[config.mk]
export PLATFORM = sky130hd
export DESIGN_NAME = fan_pwm_calibration_sequencer_core
export DESIGN_NICKNAME = d
export VERILOG_FILES = /design/src/hw/rtl/fpcs_pkg.sv /design/src/hw/rtl/fpcs_div.sv /design/src/hw/rtl/fan_pwm_calibration_sequencer_core.sv
export SDC_FILE = /design/constraint.sdc
export NUM_CORES = 2
export LEC_CHECK = 0
export ABC_CLOCK_PERIOD_IN_PS = 24900
export BUFFER_PORTS_ARGS = -buffer_cell sky130_fd_sc_hd__buf_2
export CAP_MARGIN = 20
export CORE_MARGIN = 4
export CORE_UTILIZATION = 55
export CTS_BUF_LIST = sky130_fd_sc_hd__clkbuf_4 sky130_fd_sc_hd__clkbuf_8 sky130_fd_sc_hd__clkbuf_16
export DETAILED_ROUTE_END_ITERATION = 6
export PLACE_DENSITY = 0.71
export SYNTH_ARGS = -nofsm -noshare
export SYNTH_HDL_FRONTEND = slang
export SYNTH_SLANG_ARGS = --single-unit
[constraint.sdc]
create_clock -name aclk -period 24.9 [get_ports aclk]
set_input_delay 3.735 -clock aclk [delete_from_list [all_inputs] [get_ports aclk]]
set_output_delay 3.735 -clock aclk [all_outputs]
set_load 0.01 [all_outputs]
[src/hw/rtl/fpcs_pkg.sv]
`timescale 1ns / 1ps
// ---------------------------------------------------------------------------
// fpcs_pkg
// Shared types and constants of the fan PWM calibration sequencer.
// ---------------------------------------------------------------------------
package fpcs_pkg;

    localparam int WINDOW_MAX = 16;
    localparam int WIN_IDX_W  = $clog2(WINDOW_MAX);
    localparam int WIN_LEN_W  = $clog2(WINDOW_MAX + 1);
    localparam int SPEED_W    = 16;
    localparam int TEMP_W     = 18;
    localparam int PWM_W      = 8;
    localparam int SSUM_W     = SPEED_W + WIN_IDX_W;
    localparam int TSUM_W     = TEMP_W + WIN_IDX_W;
    localparam int CFG_IDX_W  = 3;
    localparam int CFG_DATA_W = 18;

    // Configuration register indexes.
    localparam logic [CFG_IDX_W-1:0] CFG_TEMP_LIMIT = 3'd0;
    localparam logic [CFG_IDX_W-1:0] CFG_PWM_FLOOR  = 3'd1;
    localparam logic [CFG_IDX_W-1:0] CFG_PWM_CEIL   = 3'd2;
    localparam logic [CFG_IDX_W-1:0] CFG_WIN_LEN    = 3'd3;
    localparam logic [CFG_IDX_W-1:0] CFG_PRECISION  = 3'd4;

    // Operation codes of an input transaction.
    localparam logic OP_START = 1'b0;
    localparam logic OP_TICK  = 1'b1;

    typedef enum logic [2:0] {
        PH_IDLE     = 3'd0,
        PH_DOWN     = 3'd1,
        PH_SETTLE   = 3'd2,
        PH_UP       = 3'd3,
        PH_VALIDATE = 3'd4,
        PH_DONE     = 3'd5,
        PH_ERROR    = 3'd6
    } phase_t;

    typedef enum logic [1:0] {
        ERR_NONE     = 2'd0,
        ERR_OVERTEMP = 2'd1,
        ERR_NO_START = 2'd2
    } err_t;

    typedef enum logic [2:0] {
        S_IDLE,
        S_SCAN,
        S_CHKS,
        S_CHKT,
        S_DIVS,
        S_DIVT,
        S_OUT
    } fsm_t;

endpackage

[src/hw/rtl/fpcs_div.sv]
`timescale 1ns / 1ps
// ---------------------------------------------------------------------------
// fpcs_div
// Restoring divider, one quotient bit per cycle, for the window means.
// ---------------------------------------------------------------------------
module fpcs_div
    import fpcs_pkg::*;
(
    input  logic                 aclk,
    input  logic                 aresetn,
    input  logic                 start,
    input  logic [TSUM_W-1:0]    dividend,
    input  logic [WIN_LEN_W-1:0] divisor,
    output logic                 done,
    output logic [TSUM_W-1:0]    quotient
);

    localparam int CNT_W = $clog2(TSUM_W + 1);

    logic [TSUM_W-1:0]    quo_reg;
    logic [WIN_LEN_W:0]   rem_reg;
    logic [WIN_LEN_W-1:0] dsr_reg;
    logic [CNT_W-1:0]     cnt_reg;
    logic                 busy_reg;
    logic                 done_reg;
    logic [WIN_LEN_W:0]   trial;

    // Shift in the next dividend bit and try a subtraction.
    assign trial = {rem_reg[WIN_LEN_W-1:0], quo_reg[TSUM_W-1]};

    always_ff @(posedge aclk) begin
        if (!aresetn) begin
            busy_reg <= 1'b0;
            done_reg <= 1'b0;
            cnt_reg  <= '0;
        end else begin
            done_reg <= 1'b0;
            if (start) begin
                busy_reg <= 1'b1;
                cnt_reg  <= CNT_W'(TSUM_W);
            end else if (busy_reg) begin
                cnt_reg <= cnt_reg - 1'b1;
                if (cnt_reg == CNT_W'(1)) begin
                    busy_reg <= 1'b0;
                    done_reg <= 1'b1;
                end
            end
        end
    end

    always_ff @(posedge aclk) begin
        if (start) begin
            quo_reg <= dividend;
            rem_reg <= '0;
            dsr_reg <= divisor;
        end else if (busy_reg) begin
            if (trial >= {1'b0, dsr_reg}) begin
                rem_reg <= trial - {1'b0, dsr_reg};
                quo_reg <= {quo_reg[TSUM_W-2:0], 1'b1};
            end else begin
                rem_reg <= trial;
                quo_reg <= {quo_reg[TSUM_W-2:0], 1'b0};
            end
        end
    end

    assign done     = done_reg;
    assign quotient = quo_reg;

endmodule

[src/hw/rtl/fan_pwm_calibration_sequencer_core.sv]
`timescale 1ns / 1ps
// ---------------------------------------------------------------------------
// fan_pwm_calibration_sequencer_core
// Finds the stop and start PWM levels of a fan from speed/temperature ticks.
// ---------------------------------------------------------------------------
// Usage: the input channel (s_) carries a start command (op 0) or a sample
// tick (op 1) with one fan speed and one temperature reading. Every input
// transaction yields exactly one result transaction on the m_ channel with
// the PWM to apply, the phase, the error code and the calibration results.
// Configuration registers are written through cfg_wr_en/cfg_index/
// cfg_wr_data and take effect at once; write them only while idle.
// Flow: a transaction that needs no window scan passes through S_OUT and
// reaches the result register once that register is free; s_ready returns
// when the sequencer is back in S_IDLE. A tick in the downward sweep that is
// not aborted scans the window once (one entry per cycle), runs two stability
// checks on a shared multiplier and, when stable, two means on a shared
// bit-serial divider. One item is processed at a time; s_ready is high only
// when the block is idle. A result waits in the output register while
// m_ready is low; one further item is accepted and processed meanwhile, and
// its result then waits for the register. Reset clears the calibration state,
// loads the register defaults and leaves both channels empty.
// ---------------------------------------------------------------------------
module fan_pwm_calibration_sequencer_core
    import fpcs_pkg::*;
(
    input  logic                  aclk,
    input  logic                  aresetn,
    input  logic                  cfg_wr_en,
    input  logic [CFG_IDX_W-1:0]  cfg_index,
    input  logic [CFG_DATA_W-1:0] cfg_wr_data,
    input  logic                  s_valid,
    output logic                  s_ready,
    input  logic                  s_op,
    input  logic [SPEED_W-1:0]    s_fan_speed,
    input  logic [TEMP_W-1:0]     s_temperature,
    output logic                  m_valid,
    input  logic                  m_ready,
    output logic [PWM_W-1:0]      m_pwm_drive,
    output logic [2:0]            m_phase,
    output logic [1:0]            m_error_code,
    output logic                  m_finished,
    output logic [PWM_W:0]        m_stop_pwm,
    output logic [PWM_W-1:0]      m_start_pwm,
    output logic [SPEED_W-1:0]    m_slowest_speed,
    output logic [TEMP_W-1:0]     m_slowest_temp
);

    // Configuration registers.
    logic [TEMP_W-1:0]    temp_limit_reg;
    logic [PWM_W-1:0]     pwm_floor_reg;
    logic [PWM_W-1:0]     pwm_ceil_reg;
    logic [4:0]           win_len_reg;
    logic [15:0]          precision_reg;

    // Calibration state.
    phase_t               phase_reg;
    err_t                 error_reg;
    logic [PWM_W:0]       pwm_level_reg;
    logic [SPEED_W-1:0]   swin_reg [WINDOW_MAX];
    logic [TEMP_W-1:0]    twin_reg [WINDOW_MAX];
    logic [WINDOW_MAX-1:0] wvalid_reg;
    logic [WIN_IDX_W-1:0] wptr_reg;
    logic [4:0]           run_cnt_reg;
    logic                 recorded_reg;
    logic [SPEED_W-1:0]   mean_s_reg;
    logic [TEMP_W-1:0]    mean_t_reg;
    logic [PWM_W:0]       stop_pwm_reg;
    logic [PWM_W-1:0]     start_pwm_reg;
    logic [SPEED_W-1:0]   slow_s_reg;
    logic [TEMP_W-1:0]    slow_t_reg;
    logic [SPEED_W-1:0]   spd_reg;
    logic [TEMP_W-1:0]    tmp_reg;

    // Scan and check datapath.
    fsm_t                 fsm_reg;
    fsm_t                 fsm_next;
    logic [WIN_IDX_W-1:0] idx_reg;
    logic [SPEED_W-1:0]   smin_reg, smax_reg;
    logic [TEMP_W-1:0]    tmin_reg, tmax_reg;
    logic [SSUM_W-1:0]    ssum_reg;
    logic [TSUM_W-1:0]    tsum_reg;
    logic                 sstab_reg;
    logic [SPEED_W-1:0]   new_mean_s_reg;
    logic                 m_valid_reg;

    logic [WIN_LEN_W-1:0] n_len;
    logic                 accept;
    logic                 scan_last;
    logic [SPEED_W-1:0]   rd_s;
    logic [TEMP_W-1:0]    rd_t;
    logic [TEMP_W-1:0]    chk_lo;
    logic [TEMP_W-1:0]    chk_hi;
    logic [33:0]          chk_prod;
    logic                 chk_ok;
    logic                 div_start;
    logic [TSUM_W-1:0]    div_dividend;
    logic                 div_done;
    logic [TSUM_W-1:0]    div_quo;
    logic                 out_free;
    logic [WIN_IDX_W-1:0] wp;
    logic [PWM_W-1:0]     dec_level;
    logic [PWM_W:0]       inc_level;
    logic [PWM_W-1:0]     drive;

    // Effective window length, clamped to 1..WINDOW_MAX.
    always_comb begin
        if (win_len_reg == '0) begin
            n_len = WIN_LEN_W'(1);
        end else if ({1'b0, win_len_reg} > 6'(WINDOW_MAX)) begin
            n_len = WIN_LEN_W'(WINDOW_MAX);
        end else begin
            n_len = WIN_LEN_W'(win_len_reg);
        end
    end

    assign accept    = s_valid && s_ready;
    assign s_ready   = (fsm_reg == S_IDLE);
    assign out_free  = !m_valid_reg || m_ready;
    assign scan_last = ({1'b0, idx_reg} == n_len - 1'b1);
    assign wp        = ({1'b0, wptr_reg} >= n_len) ? '0 : wptr_reg;
    assign dec_level = pwm_level_reg[PWM_W-1:0] - 1'b1;
    assign inc_level = pwm_level_reg + 1'b1;

    // Window read port: an entry cleared since the last level reads as zero.
    assign rd_s = wvalid_reg[idx_reg] ? swin_reg[idx_reg] : '0;
    assign rd_t = wvalid_reg[idx_reg] ? twin_reg[idx_reg] : '0;

    // Shared stability check: min nonzero and (max - min) * 65536 < precision * min.
    always_comb begin
        if (fsm_reg == S_CHKS) begin
            chk_lo = TEMP_W'(smin_reg);
            chk_hi = TEMP_W'(smax_reg);
        end else begin
            chk_lo = tmin_reg;
            chk_hi = tmax_reg;
        end
        chk_prod = 34'(precision_reg) * 34'(chk_lo);
        chk_ok   = (chk_lo != '0) && ({chk_hi - chk_lo, 16'h0000} < chk_prod);
    end

    // Shared divider for both means.
    assign div_start    = ((fsm_reg == S_CHKT) && chk_ok && sstab_reg)
                          || ((fsm_reg == S_DIVS) && div_done);
    assign div_dividend = (fsm_reg == S_CHKT) ? TSUM_W'(ssum_reg) : tsum_reg;

    fpcs_div u_div (
        .aclk     (aclk),
        .aresetn  (aresetn),
        .start    (div_start),
        .dividend (div_dividend),
        .divisor  (n_len),
        .done     (div_done),
        .quotient (div_quo)
    );

    // Sequencer next state.
    always_comb begin
        fsm_next = fsm_reg;
        unique case (fsm_reg)
            S_IDLE: begin
                if (accept) begin
                    if (s_op == OP_TICK && phase_reg == PH_DOWN
                        && s_temperature < temp_limit_reg && s_fan_speed != '0) begin
                        fsm_next = S_SCAN;
                    end else begin
                        fsm_next = S_OUT;
                    end
                end
            end
            S_SCAN:  if (scan_last) fsm_next = S_CHKS;
            S_CHKS:  fsm_next = S_CHKT;
            S_CHKT:  fsm_next = (chk_ok && sstab_reg) ? S_DIVS : S_OUT;
            S_DIVS:  if (div_done) fsm_next = S_DIVT;
            S_DIVT:  if (div_done) fsm_next = S_OUT;
            S_OUT:   if (out_free) fsm_next = S_IDLE;
            default: fsm_next = S_IDLE;
        endcase
    end

    always_ff @(posedge aclk) begin
        if (!aresetn) begin
            fsm_reg <= S_IDLE;
        end else begin
            fsm_reg <= fsm_next;
        end
    end

    // Configuration writes.
    always_ff @(posedge aclk) begin
        if (!aresetn) begin
            temp_limit_reg <= TEMP_W'(85000);
            pwm_floor_reg  <= '0;
            pwm_ceil_reg   <= 8'd255;
            win_len_reg    <= 5'd15;
            precision_reg  <= 16'd983;
        end else if (cfg_wr_en) begin
            unique case (cfg_index)
                CFG_TEMP_LIMIT: temp_limit_reg <= cfg_wr_data;
                CFG_PWM_FLOOR:  pwm_floor_reg  <= cfg_wr_data[PWM_W-1:0];
                CFG_PWM_CEIL:   pwm_ceil_reg   <= cfg_wr_data[PWM_W-1:0];
                CFG_WIN_LEN:    win_len_reg    <= cfg_wr_data[4:0];
                CFG_PRECISION:  precision_reg  <= cfg_wr_data[15:0];
                default: ;
            endcase
        end
    end

    // Window sample storage.
    always_ff @(posedge aclk) begin
        if (accept && s_op == OP_TICK && phase_reg == PH_DOWN) begin
            swin_reg[wp] <= s_fan_speed;
            twin_reg[wp] <= s_temperature;
        end
    end

    // Scan accumulators: min, max and sum of both windows.
    always_ff @(posedge aclk) begin
        if (fsm_reg == S_IDLE) begin
            idx_reg <= '0;
        end else if (fsm_reg == S_SCAN) begin
            idx_reg <= idx_reg + 1'b1;
            if (idx_reg == '0) begin
                smin_reg <= rd_s;
                smax_reg <= rd_s;
                tmin_reg <= rd_t;
                tmax_reg <= rd_t;
                ssum_reg <= SSUM_W'(rd_s);
                tsum_reg <= TSUM_W'(rd_t);
            end else begin
                if (rd_s < smin_reg) smin_reg <= rd_s;
                if (rd_s > smax_reg) smax_reg <= rd_s;
                if (rd_t < tmin_reg) tmin_reg <= rd_t;
                if (rd_t > tmax_reg) tmax_reg <= rd_t;
                ssum_reg <= ssum_reg + SSUM_W'(rd_s);
                tsum_reg <= tsum_reg + TSUM_W'(rd_t);
            end
        end
        if (fsm_reg == S_CHKS) begin
            sstab_reg <= chk_ok;
        end
        if (fsm_reg == S_DIVS && div_done) begin
            new_mean_s_reg <= div_quo[SPEED_W-1:0];
        end
    end

    // Calibration state updates.
    always_ff @(posedge aclk) begin
        if (!aresetn) begin
            phase_reg     <= PH_IDLE;
            error_reg     <= ERR_NONE;
            pwm_level_reg <= '0;
            wvalid_reg    <= '0;
            wptr_reg      <= '0;
            run_cnt_reg   <= '0;
            recorded_reg  <= 1'b0;
            mean_s_reg    <= '0;
            mean_t_reg    <= '0;
            stop_pwm_reg  <= '0;
            start_pwm_reg <= '0;
            slow_s_reg    <= '0;
            slow_t_reg    <= '0;
            spd_reg       <= '0;
            tmp_reg       <= '0;
        end else if (accept) begin
            spd_reg <= s_fan_speed;
            tmp_reg <= s_temperature;
            if (s_op == OP_START) begin
                // Restart: clear the results and sweep down, or settle at once if ceil <= floor.
                wvalid_reg    <= '0;
                wptr_reg      <= '0;
                run_cnt_reg   <= '0;
                recorded_reg  <= 1'b0;
                mean_s_reg    <= '0;
                mean_t_reg    <= '0;
                start_pwm_reg <= '0;
                error_reg     <= ERR_NONE;
                pwm_level_reg <= {1'b0, pwm_ceil_reg};
                if (pwm_ceil_reg > pwm_floor_reg) begin
                    phase_reg    <= PH_DOWN;
                    stop_pwm_reg <= '0;
                    slow_s_reg   <= '0;
                    slow_t_reg   <= '0;
                end else begin
                    stop_pwm_reg <= {1'b0, pwm_floor_reg} + 1'b1;
                    slow_s_reg   <= s_fan_speed;
                    slow_t_reg   <= s_temperature;
                    phase_reg    <= PH_SETTLE;
                end
            end else begin
                unique case (phase_reg)
                    PH_DOWN: begin
                        wvalid_reg[wp] <= 1'b1;
                        wptr_reg <= ({1'b0, wp} + 1'b1 >= n_len) ? '0 : wp + 1'b1;
                        if (s_temperature >= temp_limit_reg) begin
                            error_reg <= ERR_OVERTEMP;
                            phase_reg <= PH_ERROR;
                        end else if (s_fan_speed == '0) begin
                            stop_pwm_reg <= inc_level;
                            slow_s_reg   <= recorded_reg ? mean_s_reg : s_fan_speed;
                            slow_t_reg   <= recorded_reg ? mean_t_reg : s_temperature;
                            phase_reg    <= PH_SETTLE;
                        end
                    end
                    PH_SETTLE: begin
                        if (stop_pwm_reg < {1'b0, pwm_ceil_reg}) begin
                            pwm_level_reg <= stop_pwm_reg;
                            phase_reg     <= PH_UP;
                        end else begin
                            error_reg <= ERR_NO_START;
                            phase_reg <= PH_ERROR;
                        end
                    end
                    PH_UP: begin
                        if (s_temperature >= temp_limit_reg) begin
                            error_reg <= ERR_OVERTEMP;
                            phase_reg <= PH_ERROR;
                        end else if (s_fan_speed != '0) begin
                            run_cnt_reg <= '0;
                            phase_reg   <= PH_VALIDATE;
                        end else begin
                            pwm_level_reg <= inc_level;
                            if (inc_level >= {1'b0, pwm_ceil_reg}) begin
                                error_reg <= ERR_NO_START;
                                phase_reg <= PH_ERROR;
                            end
                        end
                    end
                    PH_VALIDATE: begin
                        if (s_fan_speed == '0) begin
                            pwm_level_reg <= inc_level;
                            if (inc_level >= {1'b0, pwm_ceil_reg}) begin
                                error_reg <= ERR_NO_START;
                                phase_reg <= PH_ERROR;
                            end else begin
                                phase_reg <= PH_UP;
                            end
                        end else begin
                            run_cnt_reg <= run_cnt_reg + 1'b1;
                            if (6'(run_cnt_reg) + 6'd1 >= 6'(n_len)) begin
                                start_pwm_reg <= pwm_level_reg[PWM_W-1:0];
                                phase_reg     <= PH_DONE;
                            end
                        end
                    end
                    default: ;
                endcase
            end
        end else if (fsm_reg == S_DIVT && div_done) begin
            // Stable level: record means, clear the window and step down (settle at the floor).
            mean_s_reg    <= new_mean_s_reg;
            mean_t_reg    <= div_quo[TEMP_W-1:0];
            recorded_reg  <= 1'b1;
            wvalid_reg    <= '0;
            wptr_reg      <= '0;
            pwm_level_reg <= {1'b0, dec_level};
            if (dec_level <= pwm_floor_reg) begin
                stop_pwm_reg <= {1'b0, pwm_floor_reg} + 1'b1;
                slow_s_reg   <= spd_reg;
                slow_t_reg   <= tmp_reg;
                phase_reg    <= PH_SETTLE;
            end
        end
    end

    // PWM drive for the current phase.
    always_comb begin
        unique case (phase_reg)
            PH_DOWN, PH_UP:        drive = pwm_level_reg[PWM_W-1:0];
            PH_VALIDATE, PH_DONE:  drive = stop_pwm_reg[PWM_W-1:0];
            PH_ERROR:              drive = pwm_ceil_reg;
            default:               drive = '0;
        endcase
    end

    // Result register.
    always_ff @(posedge aclk) begin
        if (!aresetn) begin
            m_valid_reg <= 1'b0;
        end else if (fsm_reg == S_OUT && out_free) begin
            m_valid_reg <= 1'b1;
        end else if (m_ready) begin
            m_valid_reg <= 1'b0;
        end
    end

    always_ff @(posedge aclk) begin
        if (fsm_reg == S_OUT && out_free) begin
            m_pwm_drive     <= drive;
            m_phase         <= phase_reg;
            m_error_code    <= error_reg;
            m_finished      <= (phase_reg == PH_DONE) || (phase_reg == PH_ERROR);
            m_stop_pwm      <= stop_pwm_reg;
            m_start_pwm     <= start_pwm_reg;
            m_slowest_speed <= slow_s_reg;
            m_slowest_temp  <= slow_t_reg;
        end
    end

    assign m_valid = m_valid_reg;

endmodule

Yosys cells after proc, flatten, opt, wreduce, memory -nomap -nowiden
Memories as Yosys holds them, arrays and structs flattened. A register that Yosys moved wholly into a read port is not among the register bits.
Index checks and enable logic that the tools add are counted.
- register bits: 453
- bits in latches: 0
- bits in writable memories: 544
- memory bits (read-only): 0
- logic and storage cells: 324
- memories: 2
- $add $sub $neg: 14
- multipliers: 1
- divide/modulo/power cells: 0
- $lt $le $gt $ge: 19
- eq/ne operators: 48
- shift-type cells: 0
- multiplexer cells: 132
- bitwise logic cells: 4
- reduce and logical (&&, ||, !) cells: 56
- memories (name ; words ; width ; rd ports ; clocked after memory_dff ; write ports ; line ; source):
    twin_reg ; 16 ; 18 ; 1 ; 1 ; 1 ; fan_pwm_calibration_sequencer_core.sv:60 ; logic [TEMP_W-1:0] twin_reg [WINDOW_MAX];
    swin_reg ; 16 ; 16 ; 1 ; 1 ; 1 ; fan_pwm_calibration_sequencer_core.sv:59 ; logic [SPEED_W-1:0] swin_reg [WINDOW_MAX];
- operators with widths (kind ; number):
    $mux W18 ; 20
    $mux W16 ; 22
    $mux W9 ; 14
    $mux W22 ; 3
    $mux W3 ; 19
    $mux W5 ; 9
    $mux W4 ; 10
    $lt A18 B18 Y1 ; 2
    $lt A34 B34 Y1 ; 1
    $mul A16 B18 Y34 ; 1
    $mux W8 ; 4
    $pmux W9 S3 ; 1
    $pmux W8 S3 ; 1
    $add A22 B18 Y22 ; 1
    $eq A3 B3 Y1 const B ; 7
    $pmux W3 S7 ; 1
    $add A20 B16 Y20 ; 1
    $ne A4 B4 Y1 const B ; 5
    $eq A3 B2 Y1 const B ; 6
    $ge A18 B18 Y1 ; 1
    $gt A18 B18 Y1 ; 1
    $mux W2 ; 9
    $ne A3 B3 Y1 const B ; 6
    $reduce_and A6 Y1 ; 3
    59 further kinds ; 126

Logic depth before layout (Yosys ltp)
- depth in word-level cells: 13
- gate-level depth with buffers: 40

Hierarchy
A second synthesis with hierarchy kept.
- cell total of the unflattened synthesis: 4408
- area total of the unflattened synthesis: 54476.0 µm²
- modules (own cells, without submodules) (module ; times used ; cells an instance ; area an instance (µm²) ; sequential area each (µm²)):
    fan_pwm_calibration_sequencer_core ; 1 ; 4267 ; 52625.5 ; 26625.5
    fpcs_div ; 1 ; 141 ; 1850.5 ; 1051.0

Least setup slack after synthesis
Ideal clock, no wire load.
- path type: reg2reg
- start point: reg fsm_reg[1]
- end point: reg u_div.quo_reg[0], in the netlist u_div.quotient[0] (enable)
- setup time: 0.354 ns
- arrival: 9.527 ns
- path slack: 15.019 ns
- cell stages (with the launch flop): 38
- path buffers: 6
- period minus slack after synthesis: 9.881 ns
- path through: dfxtp_1 buf_4 or3b_1 buf_4 inv_4 clkbuf_1 clkbuf_1 o21ai_1 clkbuf_1 nand2_1 fa_1 fa_1 fa_1 inv_1 fa_1 fa_1 inv_1 fa_1 [2 not listed] and3_1 and2_1 a211oi_1 o21ai_0 a221oi_1 o2111ai_1 a31o_2 xnor2_1 ha_1 nand4_1 nor4_1 a21boi_1 o2111ai_1 nor4b_4 a21oi_2 a31o_4 buf_6 or2_1
- longest elaborated chain between the ends: 9
- RTL lines (element ; line ; source):
    start: declaration ; fan_pwm_calibration_sequencer_core.sv:75 ; fsm_t fsm_reg;
    start signal: assignment ; fan_pwm_calibration_sequencer_core.sv:184 ; fsm_reg <= fsm_next;
    $eq A3 B2 Y1 ; fan_pwm_calibration_sequencer_core.sv:130 ; if (fsm_reg == S_CHKS) begin
    $mux W18 ; fan_pwm_calibration_sequencer_core.sv:130 ;
    $mul A16 B18 Y34 or $sub A18 B18 Y18 (tied branches) ; fan_pwm_calibration_sequencer_core.sv:137, fan_pwm_calibration_sequencer_core.sv:138 ;
    $lt A34 B34 Y1 ; fan_pwm_calibration_sequencer_core.sv:138 ; chk_ok = (chk_lo != '0) && ({chk_hi - chk_lo, 16'h0000} < chk_prod);
    $logic_and A1 B1 Y1 ; fan_pwm_calibration_sequencer_core.sv:138 ;
    $logic_and A1 B1 Y1 (2 in a row) ; fan_pwm_calibration_sequencer_core.sv:142 ; assign div_start = ((fsm_reg == S_CHKT) && chk_ok && sstab_reg)
    $logic_or A1 B1 Y1 * ; fan_pwm_calibration_sequencer_core.sv:143 ; || ((fsm_reg == S_DIVS) && div_done);
    $reduce_bool A2 Y1 (no line) * ; n/a ;
    end signal: assignment ; fpcs_div.sv:53 ; quo_reg <= dividend;
    end signal: assignment ; fpcs_div.sv:59 ; quo_reg <= {quo_reg[TSUM_W-2:0], 1'b1};
    end signal: assignment ; fpcs_div.sv:62 ; quo_reg <= {quo_reg[TSUM_W-2:0], 1'b0};
    end: declaration ; fpcs_div.sv:20 ; logic [TSUM_W-1:0] quo_reg;
Mark *: on every way between the ends. The rest lies on a longest branch, timed or not.
A chain may end at the register's enable or synchronous reset.

Final worst setup path
- start point: reg fsm_reg[1]
- end point: reg u_div.quo_reg[3], in the netlist u_div.quotient[3] (enable)
The elaborated chain is that of the path after synthesis.

==> results.env <==
RELSLEWSLACK_PCT=21.0
NETLIST_INSTANCES=4448
FINAL_AREA_MM2=0.0604
SETUP_REPAIR_AFTER_GLOBAL_ROUTING_MISSED_ITS_MARGIN='false'
ANTENNA_VIOLATIONS_BEFORE_REPAIR=3
CLOCK-SKEW-FINAL_NS=0.0839
GRT_OVERFLOW_TOTAL=0
HOLD_PATH_STARTPOINT='start_pwm_reg[6]$_SDFFE_PN0P_'
IO-PIN-COUNT=128
GLOBAL_ROUTING_MET3_RESOURCE_UTILIZATION_PCT=4.82
FINAL-HOLD-VIOLATION-COUNT=0
PLACEMENT.CELL_AREA_MM2=0.0570
VIASPERCELL=6.20
IO_BUFFER_COUNT=127
YOSYS.CELL_TYPES.COUNT=91
WORST_SKEW_PAIR.LATE_LATENCY_NS=0.71
NUM_VIAS=36700
LAYOUT-AREA-OVERHEAD-VS-SYNTH_PCT=10.3
FINALWEIGHTEDCONGESTION=0.932
SETUP_VIOLATIONS=0
GRT_MAX_DEGREE=84
WORST_EP_REQUIRED_TIME_NS=25.17
WORSTMARGINPINSLEW_NS=1.18
SYNTHESIS.NETS=5057
WORST-PATH-MAX-FANOUT=53
MAX_REG_FLOPS=288
SETUP.WORST_PATH.START_CLASS='flop'
TIMING.CRITICAL_PATH.SLOWEST_STAGE_CELL='dfxtp_1'
GR-USAGE-MET1_PCT=38.2
CTS_HOLD_BUF=0
PLACEMENT_ROWS=115
SINK_OF_THE_WORST_HOLD_PATH='m_start_pwm[6]$_DFFE_PP_'
PATH_CLK_SLEW_NS=0.06
SYNTH_SEQ_CELLS=1001
CTSRESIZECOUNT=0
USE_MET2_PCT=44.6
RUN_STATUS='complete, but fails checks'
WORST-SETUP-PATH-TYPE='reg -> reg'
ASYNC_FLOP_SHARE_PCT=0
POSTROUTEWIRELENGTH_MM=146
GR-MAX-USAGE-LAYER='met2'
TIMING.RR.END='u_div.quotient[3]$_DFFE_PP_'
VIOLATIONS='design-rule violations'
TRITONCTS_CLOCK_TREE='done'
GROUTE.USAGE.OVERALL_PCT=27.9
HOLD_CLASS='reg -> reg'
YS.FLOP_TYPE='edfxtp_1'
DIE_W_UM=324
TRITONCTS.NUM_BUFFERS=100
CORE-AREA_MM2=0.0986
CTS_POST_SETUP_BUFFERS_INSERTED=0
FINAL_NETS=5154
GRT_PASS1_VIAS=36100
POSTSYNTHAREAPERCELL_UM2=12.3
SYNTHESIS.AREA_MM2=0.0547
ROUTE.DETAILED.DRC=21
GRT_PASS1_WL_MM=220
HTREE_LEVELS=3
FIN_CRIT_NS=11.67
DIEAREA_MM2=0.105
DPL.HPWL_MM=96.8
YOSYSSEQAREASHARE_PCT=50.6
SYNTH-EDFF-COUNT=763
SYNTH-WARNING-COUNT=0
CRIT-REG2REG-LAUNCH='fsm_reg[1]$_SDFFE_PN0P_'
MAX-CLOCK-PATH-BUFFERS=3
DRIVE_GT1_SHARE_PCT=13.5
DRV.MAX_CAP_VIOLATION_COUNT=0
TIMING.CRITICAL_PATH.SLOWEST_CELL_DELAY_NS=0.74
WIRE_PER_INST_UM=24.7
REG2REG_SLACK_NS=13.23
DRT_FIRST_ITER_VIOLATIONS=4336
CRITICAL-PATH-TOP-CELL-BY-COUNT='fa_1'
DR.PASS1.ITERS=7
MAX_FREQ_MHz=85.7
CHIPHEIGHT_UM=324
ANT_NETS=0
HOLD_PATH_DEPTH=0
CRITICAL_PATH_ARRIVAL_NS=11.94
CLOCKROOTBUFFER='clkbuf_16'
SETUP.WORST_PATH.END_CLASS='flop'
TIMING.REG2REG.WORST_PATH_DEPTH=34
INITIAL_CORE_UTIL_PCT=55.5
SLEW_VIOLATIONS=0
TIMING.FINAL.CRIT_SHARE_PCT=46.9
TNS_NS=0
CLOCK-SINKS=1001
## layer usage
layer	share of wire [%]	routed length, um
met1	40	58300
met2	47	68900
met3	8.4	12200
met4	4.5	6610
met5	0.0048	7
## worst max path at each step
stage | startpoint | end | cells after the start
2_1_floorplan | fsm_reg[1]$_SDFFE_PN0P_ | u_div.quotient[0]$_DFFE_PP_ | 37
3_3_place_gp | fsm_reg[1]$_SDFFE_PN0P_ | u_div.quotient[2]$_DFFE_PP_ | 34
3_5_place_dp | fsm_reg[1]$_SDFFE_PN0P_ | u_div.quotient[2]$_DFFE_PP_ | 34
4_1_cts | fsm_reg[1]$_SDFFE_PN0P_ | u_div.quotient[0]$_DFFE_PP_ | 34
5_1_grt | fsm_reg[1]$_SDFFE_PN0P_ | u_div.quotient[11]$_DFFE_PP_ | 34
6_report | fsm_reg[1]$_SDFFE_PN0P_ | u_div.quotient[3]$_DFFE_PP_ | 34
## placed cells by master (no fill, tap or decap), drive strengths merged, types with 18 or more instances in the layout
cell type  instances
nand2b            46
a21o              58
a211oi            66
a22o              40
dfxtp            238
mux4             173
o221a             23
nor3              45
and3              36
o211ai            33
xnor2             63
o21ai            122
nor2             167
nand4             62
clkbuf           133
mux2i             29
nor2b             81
ha               322
inv              460
nand3             54
xor2              37
o31ai             20
o21a              29
a31oi             29
buf              217
nand2            466
fa               226
edfxtp           763
clkinv            39
and2             110
a222oi            34
o22ai             18
a21oi            228
## cells by family after synthesis
| logic type | share of synthesized area (%) |
|---|---|
| buffers and inverters | 4.78 |
| adder cells (fa/ha/maj) | 15.6 |
| multiplexers | 7.69 |
| AND/OR/NAND/NOR | 9.89 |
| flip-flops | 50.6 |
| AO/OA/AOI/OAI | 9.86 |
| XOR/XNOR | 1.60 |
## stage by stage
stage	cells	util [%]	setup WS [ns]	hold WS, ns
3_5_place_dp	5728	57.8	13.26	0.414
4_1_cts	5912	61.3	13.17	0.428
5_1_grt	5914	61.3	12.42	0.443
2_1_floorplan	4448	-	15.02	0.402
6_report	5916	61.3	13.23	0.427
3_3_place_gp	5728	57.8	13.45	0.411
## synth_stat cells, drive strengths merged, types with 6 or more instances
| cell type | number | area [um2] |
|---|---|---|
| nand2 | 466 | 1750 |
| a21oi | 228 | 1150 |
| dfxtp | 238 | 4760 |
| o221a | 23 | 259 |
| mux4 | 173 | 3900 |
| nor3 | 45 | 240 |
| nor4 | 16 | 100 |
| a222oi | 34 | 340 |
| a21o | 58 | 437 |
| o31ai | 20 | 150 |
| o21ai | 122 | 611 |
| and2 | 110 | 688 |
| o211ai | 33 | 248 |
| nor2 | 167 | 627 |
| o2111ai | 9 | 78.8 |
| o22ai | 18 | 119 |
| clkbuf | 170 | 638 |
| or3 | 10 | 62.6 |
| a21boi | 7 | 52.6 |
| edfxtp | 763 | 22900 |
| xnor2 | 63 | 552 |
| buf | 52 | 260 |
| mux2i | 29 | 290 |
| a31oi | 29 | 181 |
| nand4 | 62 | 388 |
| o41ai | 6 | 52.6 |
| inv | 456 | 1710 |
| nand2b | 46 | 288 |
| nor2b | 81 | 507 |
| o21a | 29 | 218 |
| o21bai | 12 | 90.1 |
| fa | 226 | 4520 |
| ha | 322 | 4030 |
| a22o | 40 | 350 |
| xor2 | 37 | 324 |
| a31o | 8 | 78.8 |
| o221ai | 8 | 70.1 |
| a211oi | 66 | 510 |
| nand3 | 54 | 275 |
| and3 | 36 | 225 |
## cell type report
cell class	instances	area [um2]
antenna	2	5.00
clock buffer	133	2840
timing repair buffer	217	1310
sequential	1001	27700
inverter	457	1720
clock inverter	51	571
tap	1287	1610
fill	7598	38200
multi-input combinational	2768	24600
## critical path: cells and delay by family, from the launching register on
kind                     cells  cell delay (ns)
adder cells (fa/ha/maj)      8             3.58
AO/OA/AOI/OAI                9             2.77
AND/OR/NAND/NOR              8             2.50
buffers and inverters        7             1.22
flip-flops                   1             0.74
multiplexers                 1             0.27
XOR/XNOR                     1             0.11
Power is left out: the tool's default activity adds up to more than one toggle a clock period on the data nets, which glitch-free logic cannot reach.
